$ cat config.mk
export PLATFORM = sky130hd
export DESIGN_NAME = multi_reference_sad
export DESIGN_NICKNAME = d
export VERILOG_FILES = /design/src/hdl/mrsad_pkg.sv /design/src/hdl/mrsad_lane.sv /design/src/hdl/multi_reference_sad.sv
export VERILOG_INCLUDE_DIRS = /design/src /design/src/hdl
export SDC_FILE = /design/constraint.sdc
export NUM_CORES = 1
export LEC_CHECK = 0
export BUFFER_PORTS_ARGS = -buffer_cell sky130_fd_sc_hd__buf_4
export CORE_UTILIZATION = 35
export DETAILED_ROUTE_END_ITERATION = 8
export SETUP_SLACK_MARGIN = 0.05
export SYNTH_ARGS = -nofsm -noshare
export SYNTH_HDL_FRONTEND = slang
export SYNTH_SLANG_ARGS = --single-unit
export TNS_END_PERCENT = 30
$ cat constraint.sdc
create_clock -name aclk -period 19.3 [get_ports aclk]
set_input_delay 3.86 -clock aclk [delete_from_list [all_inputs] [get_ports aclk]]
set_output_delay 3.86 -clock aclk [all_outputs]
set_load 0.02 [all_outputs]
$ cat src/hdl/multi_reference_sad_macros.svh
// ----------------------------------------------------------------------------
// multi_reference_sad_macros.svh
// Assertion shorthands shared by the SAD block.
// ----------------------------------------------------------------------------
`ifndef MULTI_REFERENCE_SAD_MACROS_SVH
`define MULTI_REFERENCE_SAD_MACROS_SVH

// Same-cycle implication, disabled while reset is asserted.
`define MRSAD_ASSERT_NOW(label, clk, rst_n, ante, cons, msg) \
    label: assert property (@(posedge clk) disable iff (!rst_n) (ante) |-> (cons)) \
        else $error(msg);

// Next-cycle implication, disabled while reset is asserted.
`define MRSAD_ASSERT_NEXT(label, clk, rst_n, ante, cons, msg) \
    label: assert property (@(posedge clk) disable iff (!rst_n) (ante) |=> (cons)) \
        else $error(msg);

`endif

$ cat src/hdl/mrsad_pkg.sv
// ----------------------------------------------------------------------------
// mrsad_pkg
// Shared types, constants and helpers of the multi-reference SAD block.
// ----------------------------------------------------------------------------
`default_nettype none

package mrsad_pkg;

    localparam int SUM_BITS  = 20;
    localparam int SIZE_BITS = 7;
    localparam int CFG_IDX_BITS = 1;

    localparam logic [SUM_BITS-1:0]  SUM_MAX    = {SUM_BITS{1'b1}};
    localparam logic [SIZE_BITS-1:0] SIZE_RESET = SIZE_BITS'(64);

    typedef logic [SIZE_BITS-1:0] size_t;

    // configuration register indexes
    typedef enum logic [CFG_IDX_BITS-1:0] {
        REG_BLOCK_WIDTH  = 1'b0,
        REG_BLOCK_HEIGHT = 1'b1
    } cfg_reg_t;

    // per-lane control, one word per cycle
    typedef struct packed {
        logic advance;   // a pixel is consumed this cycle
        logic clear;     // it is the last pixel of the block
    } lane_ctrl_t;

    // index of the last column/row; a size of zero acts as one
    function automatic size_t last_index(input size_t size);
        last_index = (size == '0) ? '0 : size - size_t'(1);
    endfunction

endpackage

`default_nettype wire

$ cat src/hdl/mrsad_lane.sv
// ----------------------------------------------------------------------------
// mrsad_lane
// One reference way: absolute difference and saturating running sum.
// ----------------------------------------------------------------------------
`default_nettype none

module mrsad_lane
    import mrsad_pkg::*;
#(
    parameter int SAMPLE_BITS = 8
) (
    input  wire logic                   aclk,
    input  wire logic                   aresetn,
    input  wire lane_ctrl_t             ctrl,
    input  wire logic [SAMPLE_BITS-1:0] src_sample,
    input  wire logic [SAMPLE_BITS-1:0] ref_sample,
    output logic      [SUM_BITS-1:0]    sum_total
);

    logic [SAMPLE_BITS-1:0] diff;
    logic [SUM_BITS:0]      sum_wide;
    logic [SUM_BITS-1:0]    sum_reg;
    logic [SUM_BITS-1:0]    sum_next;

    assign diff     = (src_sample >= ref_sample) ? src_sample - ref_sample
                                                 : ref_sample - src_sample;
    assign sum_wide = {1'b0, sum_reg} + (SUM_BITS+1)'(diff);
    // saturate on carry out
    assign sum_total = sum_wide[SUM_BITS] ? SUM_MAX : sum_wide[SUM_BITS-1:0];

    always_comb begin
        sum_next = sum_reg;
        if (ctrl.advance) begin
            sum_next = ctrl.clear ? '0 : sum_total;
        end
    end

    always_ff @(posedge aclk) begin
        if (!aresetn) begin
            sum_reg <= '0;
        end else begin
            sum_reg <= sum_next;
        end
    end

endmodule

`default_nettype wire

$ cat src/hdl/multi_reference_sad.sv
// ----------------------------------------------------------------------------
// multi_reference_sad
// Block-matching cost: running SAD of one source block against several
// candidate reference blocks, one result word per block.
// ----------------------------------------------------------------------------
//
//  Channel  Dir  Handshake          Payload
//  -------  ---  -----------------  -------------------------------------------
//  s_       in   s_tvalid/s_tready  source pixel + one sample per reference way
//  m_       out  m_tvalid/m_tready  one 20-bit cost per way, once per block
//  cfg_     in   cfg_wr_en          block_width (0), block_height (1)
//
//  One word per clock sustained while the m_ side keeps up. Path: input
//  register, then the lane add/saturate and the result register, which takes
//  the block's costs once its last pixel fires with the m_ side free.
//  Reset (aresetn, synchronous) clears sums, counters, valids; sizes go to 64.
//  The input stalls only when a block ends while the previous result word is
//  still held by a stalled m_ side.
// ----------------------------------------------------------------------------
`default_nettype none

`include "multi_reference_sad_macros.svh"

module multi_reference_sad
    import mrsad_pkg::*;
#(
    parameter int SAMPLE_BITS = 8,
    parameter int REF_WAYS    = 4
) (
    input  wire logic                      aclk,
    input  wire logic                      aresetn,

    // slave stream; tdata from bit 0: source_pixel, reference_a, _b, _c, ...
    input  wire logic                      s_tvalid,
    output logic                           s_tready,
    input  wire logic [((((REF_WAYS+1)*SAMPLE_BITS)+7)/8)*8-1:0] s_tdata,

    // master stream; tdata from bit 0: cost_a, cost_b, cost_c, ... zero pad
    output logic                           m_tvalid,
    input  wire logic                      m_tready,
    output logic [(((REF_WAYS*SUM_BITS)+7)/8)*8-1:0] m_tdata,

    // configuration write port
    input  wire logic                      cfg_wr_en,
    input  wire logic [CFG_IDX_BITS-1:0]   cfg_index,
    input  wire logic [SIZE_BITS-1:0]      cfg_wdata
);

    localparam int OUT_BITS  = REF_WAYS * SUM_BITS;
    localparam int OUT_TDATA = ((OUT_BITS + 7) / 8) * 8;

    // ---- configuration ----
    size_t width_reg, height_reg;

    always_ff @(posedge aclk) begin
        if (!aresetn) begin
            width_reg  <= SIZE_RESET;
            height_reg <= SIZE_RESET;
        end else if (cfg_wr_en) begin
            if (cfg_index == REG_BLOCK_WIDTH) begin
                width_reg <= cfg_wdata;
            end else if (cfg_index == REG_BLOCK_HEIGHT) begin
                height_reg <= cfg_wdata;
            end
        end
    end

    // ---- input register ----
    logic                                 in_valid_reg;
    logic [SAMPLE_BITS-1:0]               src_reg;
    logic [REF_WAYS-1:0][SAMPLE_BITS-1:0] ref_reg;
    logic                                 s_take;

    assign s_take = s_tvalid && s_tready;

    always_ff @(posedge aclk) begin
        if (!aresetn) begin
            in_valid_reg <= 1'b0;
        end else if (s_tready) begin
            in_valid_reg <= s_tvalid;
        end
    end

    always_ff @(posedge aclk) begin
        if (s_take) begin
            src_reg <= s_tdata[SAMPLE_BITS-1:0];
            for (int w = 0; w < REF_WAYS; w++) begin
                ref_reg[w] <= s_tdata[(w+1)*SAMPLE_BITS +: SAMPLE_BITS];
            end
        end
    end

    // ---- position counters ----
    size_t col_count_reg, col_count_next;
    size_t row_count_reg, row_count_next;
    logic  row_end, block_end, fire, out_free;

    assign row_end   = col_count_reg >= last_index(width_reg);
    assign block_end = row_end && (row_count_reg >= last_index(height_reg));

    // a pixel is consumed unless it ends a block and the result slot is busy
    assign out_free = !m_tvalid || m_tready;
    assign fire     = in_valid_reg && (!block_end || out_free);
    assign s_tready = !in_valid_reg || fire;

    always_comb begin
        col_count_next = col_count_reg;
        row_count_next = row_count_reg;
        if (fire) begin
            if (!row_end) begin
                col_count_next = col_count_reg + size_t'(1);
            end else begin
                col_count_next = '0;
                row_count_next = block_end ? '0 : row_count_reg + size_t'(1);
            end
        end
    end

    always_ff @(posedge aclk) begin
        if (!aresetn) begin
            col_count_reg <= '0;
            row_count_reg <= '0;
        end else begin
            col_count_reg <= col_count_next;
            row_count_reg <= row_count_next;
        end
    end

    // ---- reference lanes ----
    lane_ctrl_t                        lane_ctrl;
    logic [REF_WAYS-1:0][SUM_BITS-1:0] lane_total;

    assign lane_ctrl.advance = fire;
    assign lane_ctrl.clear   = block_end;

    for (genvar g = 0; g < REF_WAYS; g++) begin : g_lane
        mrsad_lane #(
            .SAMPLE_BITS(SAMPLE_BITS)
        ) u_lane (
            .aclk      (aclk),
            .aresetn   (aresetn),
            .ctrl      (lane_ctrl),
            .src_sample(src_reg),
            .ref_sample(ref_reg[g]),
            .sum_total (lane_total[g])
        );
    end

    // ---- result register ----
    logic                              out_valid_reg;
    logic [REF_WAYS-1:0][SUM_BITS-1:0] cost_reg;

    always_ff @(posedge aclk) begin
        if (!aresetn) begin
            out_valid_reg <= 1'b0;
        end else if (fire && block_end) begin
            out_valid_reg <= 1'b1;
        end else if (m_tready) begin
            out_valid_reg <= 1'b0;
        end
    end

    always_ff @(posedge aclk) begin
        if (fire && block_end) begin
            cost_reg <= lane_total;
        end
    end

    assign m_tvalid = out_valid_reg;
    assign m_tdata  = OUT_TDATA'(cost_reg);

    // ---- checks ----
    `MRSAD_ASSERT_NEXT(a_block_end_clears, aclk, aresetn, fire && block_end, col_count_reg == '0 && row_count_reg == '0, "counters not cleared after block end")
    `MRSAD_ASSERT_NOW(a_stall_cause, aclk, aresetn, !s_tready, in_valid_reg && out_valid_reg && !m_tready, "input stalled without a held result")
    `MRSAD_ASSERT_NOW(a_result_source, aclk, aresetn, $rose(m_tvalid), $past(fire && block_end), "result raised without a block end")

endmodule

`default_nettype wire

== Word-level counts from Yosys, hierarchy flattened ==
Index checks and enable logic that the tools add are counted.

* Add/subtract/negate cells: 16
* Order comparisons: 6
* Mux-type cells: 18
* Bitwise gates (word level): 1
* Reduce and logical (&&, ||, !) cells: 16

{| class="wikitable"
|+ Operators with widths
! kind !! number
|-
| $mux 20 || 8
|-
| $add 20x8->21 || 4
|-
| $sub 8x8->8 || 8
|-
| $ge 8x8->1 || 4
|-
| $mux 8 || 4
|-
| $mux 7 || 4
|-
| $add 7x1->7 const B || 2
|-
| $ge 7x7->1 || 2
|-
| $logic_not 7->1 || 2
|-
| $sub 7x1->7 const B || 2
|-
| $reduce_and 2->1 || 3
|-
| $logic_and 1x1->1 || 4
|-
| $logic_not 1->1 || 3
|-
| $logic_or 1x1->1 || 3
|-
| $mux 1 || 2
|-
| $reduce_bool 2->1 || 1
|-
| $not 1->1 || 1
|}

* Register bits: 230
* Input bits: 53

== Logic depth before layout (Yosys ltp) ==
* Depth in word-level cells: 9
* Gate-level depth with buffers: 18

== Cells and area by module ==
A second synthesis with hierarchy kept.

* Cells, all modules: 1533
* Area, all modules: 14906.8 um^2

{| class="wikitable"
|+ By module, submodules not included
! module !! times used !! cells an instance !! area each (um^2)
|-
| mrsad_lane at g_lane[0].u_lane ... || 3 || 296 || 2342.2
|-
| multi_reference_sad || 1 || 344 || 5487.8
|-
| mrsad_lane at g_lane[1].u_lane || 1 || 301 || 2392.3
|}

== Worst setup path before layout ==
No wires, ideal clock.

* Kind: input port to output port
* Start: input m_tready
* End: output s_tready
* Arrival: 4.442 ns
* Path slack: 10.998 ns
* Cell stages on the path: 3
* Buffers on the path: 0
* Path through: nand2b_1 nor3_1 nand2_1

* Cells in the longest elaborated chain, start to end: 4

{| class="wikitable"
|+ RTL lines
! what !! RTL line !! source
|-
| start: declaration || multi_reference_sad.sv:40 || <nowiki>input wire logic m_tready,</nowiki>
|-
| $logic_or 1x1->1 || multi_reference_sad.sv:102 || <nowiki>assign out_free = !m_tvalid || m_tready;</nowiki>
|-
| $logic_or 1x1->1 || multi_reference_sad.sv:103 || <nowiki>assign fire = in_valid_reg && (!block_end || out_free);</nowiki>
|-
| $logic_and 1x1->1 || multi_reference_sad.sv:103 ||
|-
| $logic_or 1x1->1 || multi_reference_sad.sv:104 || <nowiki>assign s_tready = !in_valid_reg || fire;</nowiki>
|-
| end: declaration || multi_reference_sad.sv:35 || <nowiki>output logic s_tready,</nowiki>
|}

Every way passes these cells.

== Worst setup path in the final report ==
Ends and elaborated chain as after synthesis.

==> impl_metrics.toml <==
[logic_synthesis]
ys_seq_area_share_pct = 41.7
synthCells = 1468
syn_area_per_cell_sq_um = 9.48
synth_edf_count = 120
synth_nets = 1643
syn_area_sq_mm = 0.0139
synth_top_area_share_pct = 25.9
ys_ff_latch = 230
ys_types = 76
synth_area_leader_cell = "edfxtp_1"
yosysWarningCount = 0
synthTopCellsByArea = "edfxtp_1 (26%), dfxtp_1 (16%), ha_1 (9.9%)"
postSynth.asyncResetShare_pct = 0
ys_dominant_reg_cell = "edfxtp_1"

[setup_path]
cp-start-kind = "primary input"
cp_slowest_cell = "nor3_1"
critPathCaptureType = "primary output"
critPathRequiredTime_ps = 15440
slowest_delay_ps = 430
critPathMostFrequentCell = "buf_4"
crit_chain = "buf_4 > nand2b_1 > nor3_1 > nand2_1 > buf_4"
worstSetupPathType = "in -> out"
critPathMaxFanout = 4
crit_arrival_ps = 4970

[place]
placedCellCount = 2079
routabilityCongestion = 0.865
port_buffers = 134
dpl.hpwl_um = 25500
dp_slack_ps = 10490
dpl_cell_area_sq_mm = 0.0154

[pwr]
p_leak_nw = 6.62
ir_worst_vdd_v = 0.0000673
total_power_mw = 1.52
p_per_area_mw_per_mm2 = 92.8

[timing]
setup_violations = 0
finalSetupTns_ps = 0
relSlewSlack_pct = 20.6
fmax_mhz = 113
final_max_slew_viol_count = 0
layout_setup_ws_ps = 10470
fin_crit_sh_pct = 45.7
timing.final.crit_period_ps = 8830
worst_pin_slew_ps = 1180
hold_viol = 0
fin_skew_ps = 11.7
rsz0062_at_grt = "no"
whs_ps = 458

[clock_tree]
insertion_delay_ps = 550
cts_resized = 0
clock_sinks = 230
clk_path_buf_depth = 3
numCtsBuffers = 28
hold_buffers = 0
post_cts_buffers = 0
cts_max_level = 1
clock-root-buffer = "clkbuf_16"
cts_tree = "done"
path_clk_slew_ps = 60

[job]
drv_cap = 0

[floorplanning]
io_pins = 135
die_h_um = 201
dieArea_sq_mm = 0.0406
coreArea_sq_mm = 0.0389
die_w_um = 201
placementRows = 72
start_util_pct = 35.8

[grt]
grt_first_pass_wirelength_um = 57100
grt_max_degree = 61
grt_antenna_before_repair = 0
grt_pass1_vias = 10831
gr-total-overflow = 0
gr-usage-all-layers_pct = 17.4

[finish]
diodes = 0
nets = 1766
nFillCells = 3830
layout-area-overhead-vs-synth_pct = 17.6
layout_common_cells = "buf_4 (142), nand2_1 (137), edfxtp_1 (120)"
layout.cells.most_common = "buf_4"
final_util_pct = 42.1
layout.cells.non_filler = 2131
final_cell_area_sq_mm = 0.0164
drive_gt1_share_pct = 14.1

[routing]
totalWireLength_um = 35800
drt_iter0_markers = 550
first_pass_iters = 5
drc_errors = 0
highest_layer = "met4"
final_antenna_net_count = 0
vias_per_cell = 5.29
met3_length_um = 1850
m1WireLength_um = 17000
wl_met2_um = 16100
num_vias = 11264
routedWlPerCell_um = 16.8

[status]
outcome = "complete, no violations"

[hold_path]
hp-class = "reg -> reg"
## cells in the mapped netlist, drive strengths merged, types with 17 or more instances
cell type / instances
nand2: 137
nand4: 17
a31oi: 17
nor2: 114
or3: 17
clkbuf: 33
dfxtp: 110
a22oi: 17
o21ai: 96
edfxtp: 120
xnor2: 26
xor2: 41
nor3: 31
ha: 110
and3: 23
a21oi: 113
nand3: 42
nand2b: 28
a21o: 23
o21a: 28
mux2i: 31
inv: 85
## area by class of cell
class / instances / area, sq um / area share, %
Clock buffer: 39 / 793 / 4.84
Clock inverter: 13 / 143 / 0.871
Inverter: 86 / 323 / 1.97
Multi-Input combinational cell: 1103 / 7590 / 46.4
Sequential cell: 230 / 5810 / 35.5
Tap cell: 518 / 648 / 3.96
Timing Repair Buffer: 142 / 1070 / 6.51
## path summary, 6_finish.rpt
check	from	to	slack (ps)	cells after the start
hold reg to reg	g_lane[2].u_lane.sum_reg[4]	g_lane[2].u_lane.sum_reg[4]	460	2
hold / removal	g_lane[2].u_lane.sum_reg[4]	g_lane[2].u_lane.sum_reg[4]	460	2
setup / recovery	m_tready	s_tready	10470	5
setup reg to reg	src_reg[1]	g_lane[2].u_lane.sum_reg[6]	14110	14
## critical path, delay by kind of cell
kind / cells / cell delay, ps
AND/OR/NAND/NOR: 3 / 800
buffers and inverters: 2 / 300
## per-layer routing
metal | up-vias | track usage [%]
li1 | 5618 | -
met1 | 5316 | 24.0
met2 | 274 | 27.9
met3 | 56 | 2.56
met4 | 0 | 5.28
met5 | - | 0
## logic make-up after synthesis
group	share of synthesized area [%]
AOI/OAI and AO/OA	19.4
xor gates and xnor gates	4.22
adders and majority gates	11.6
buffers and inverters	4.04
DFF	41.7
muxes	3.04
and+or+nand+nor	16.0
## report_power, final
part / leakage (nW) / total (mW) / switching, mW / internal, mW
logic: 4.20 / 0.420 / 0.252 / 0.167
clock network: 0.456 / 0.534 / 0.209 / 0.325
registers: 1.96 / 0.565 / 0.0164 / 0.549
Power figures use the tool's default switching activity.
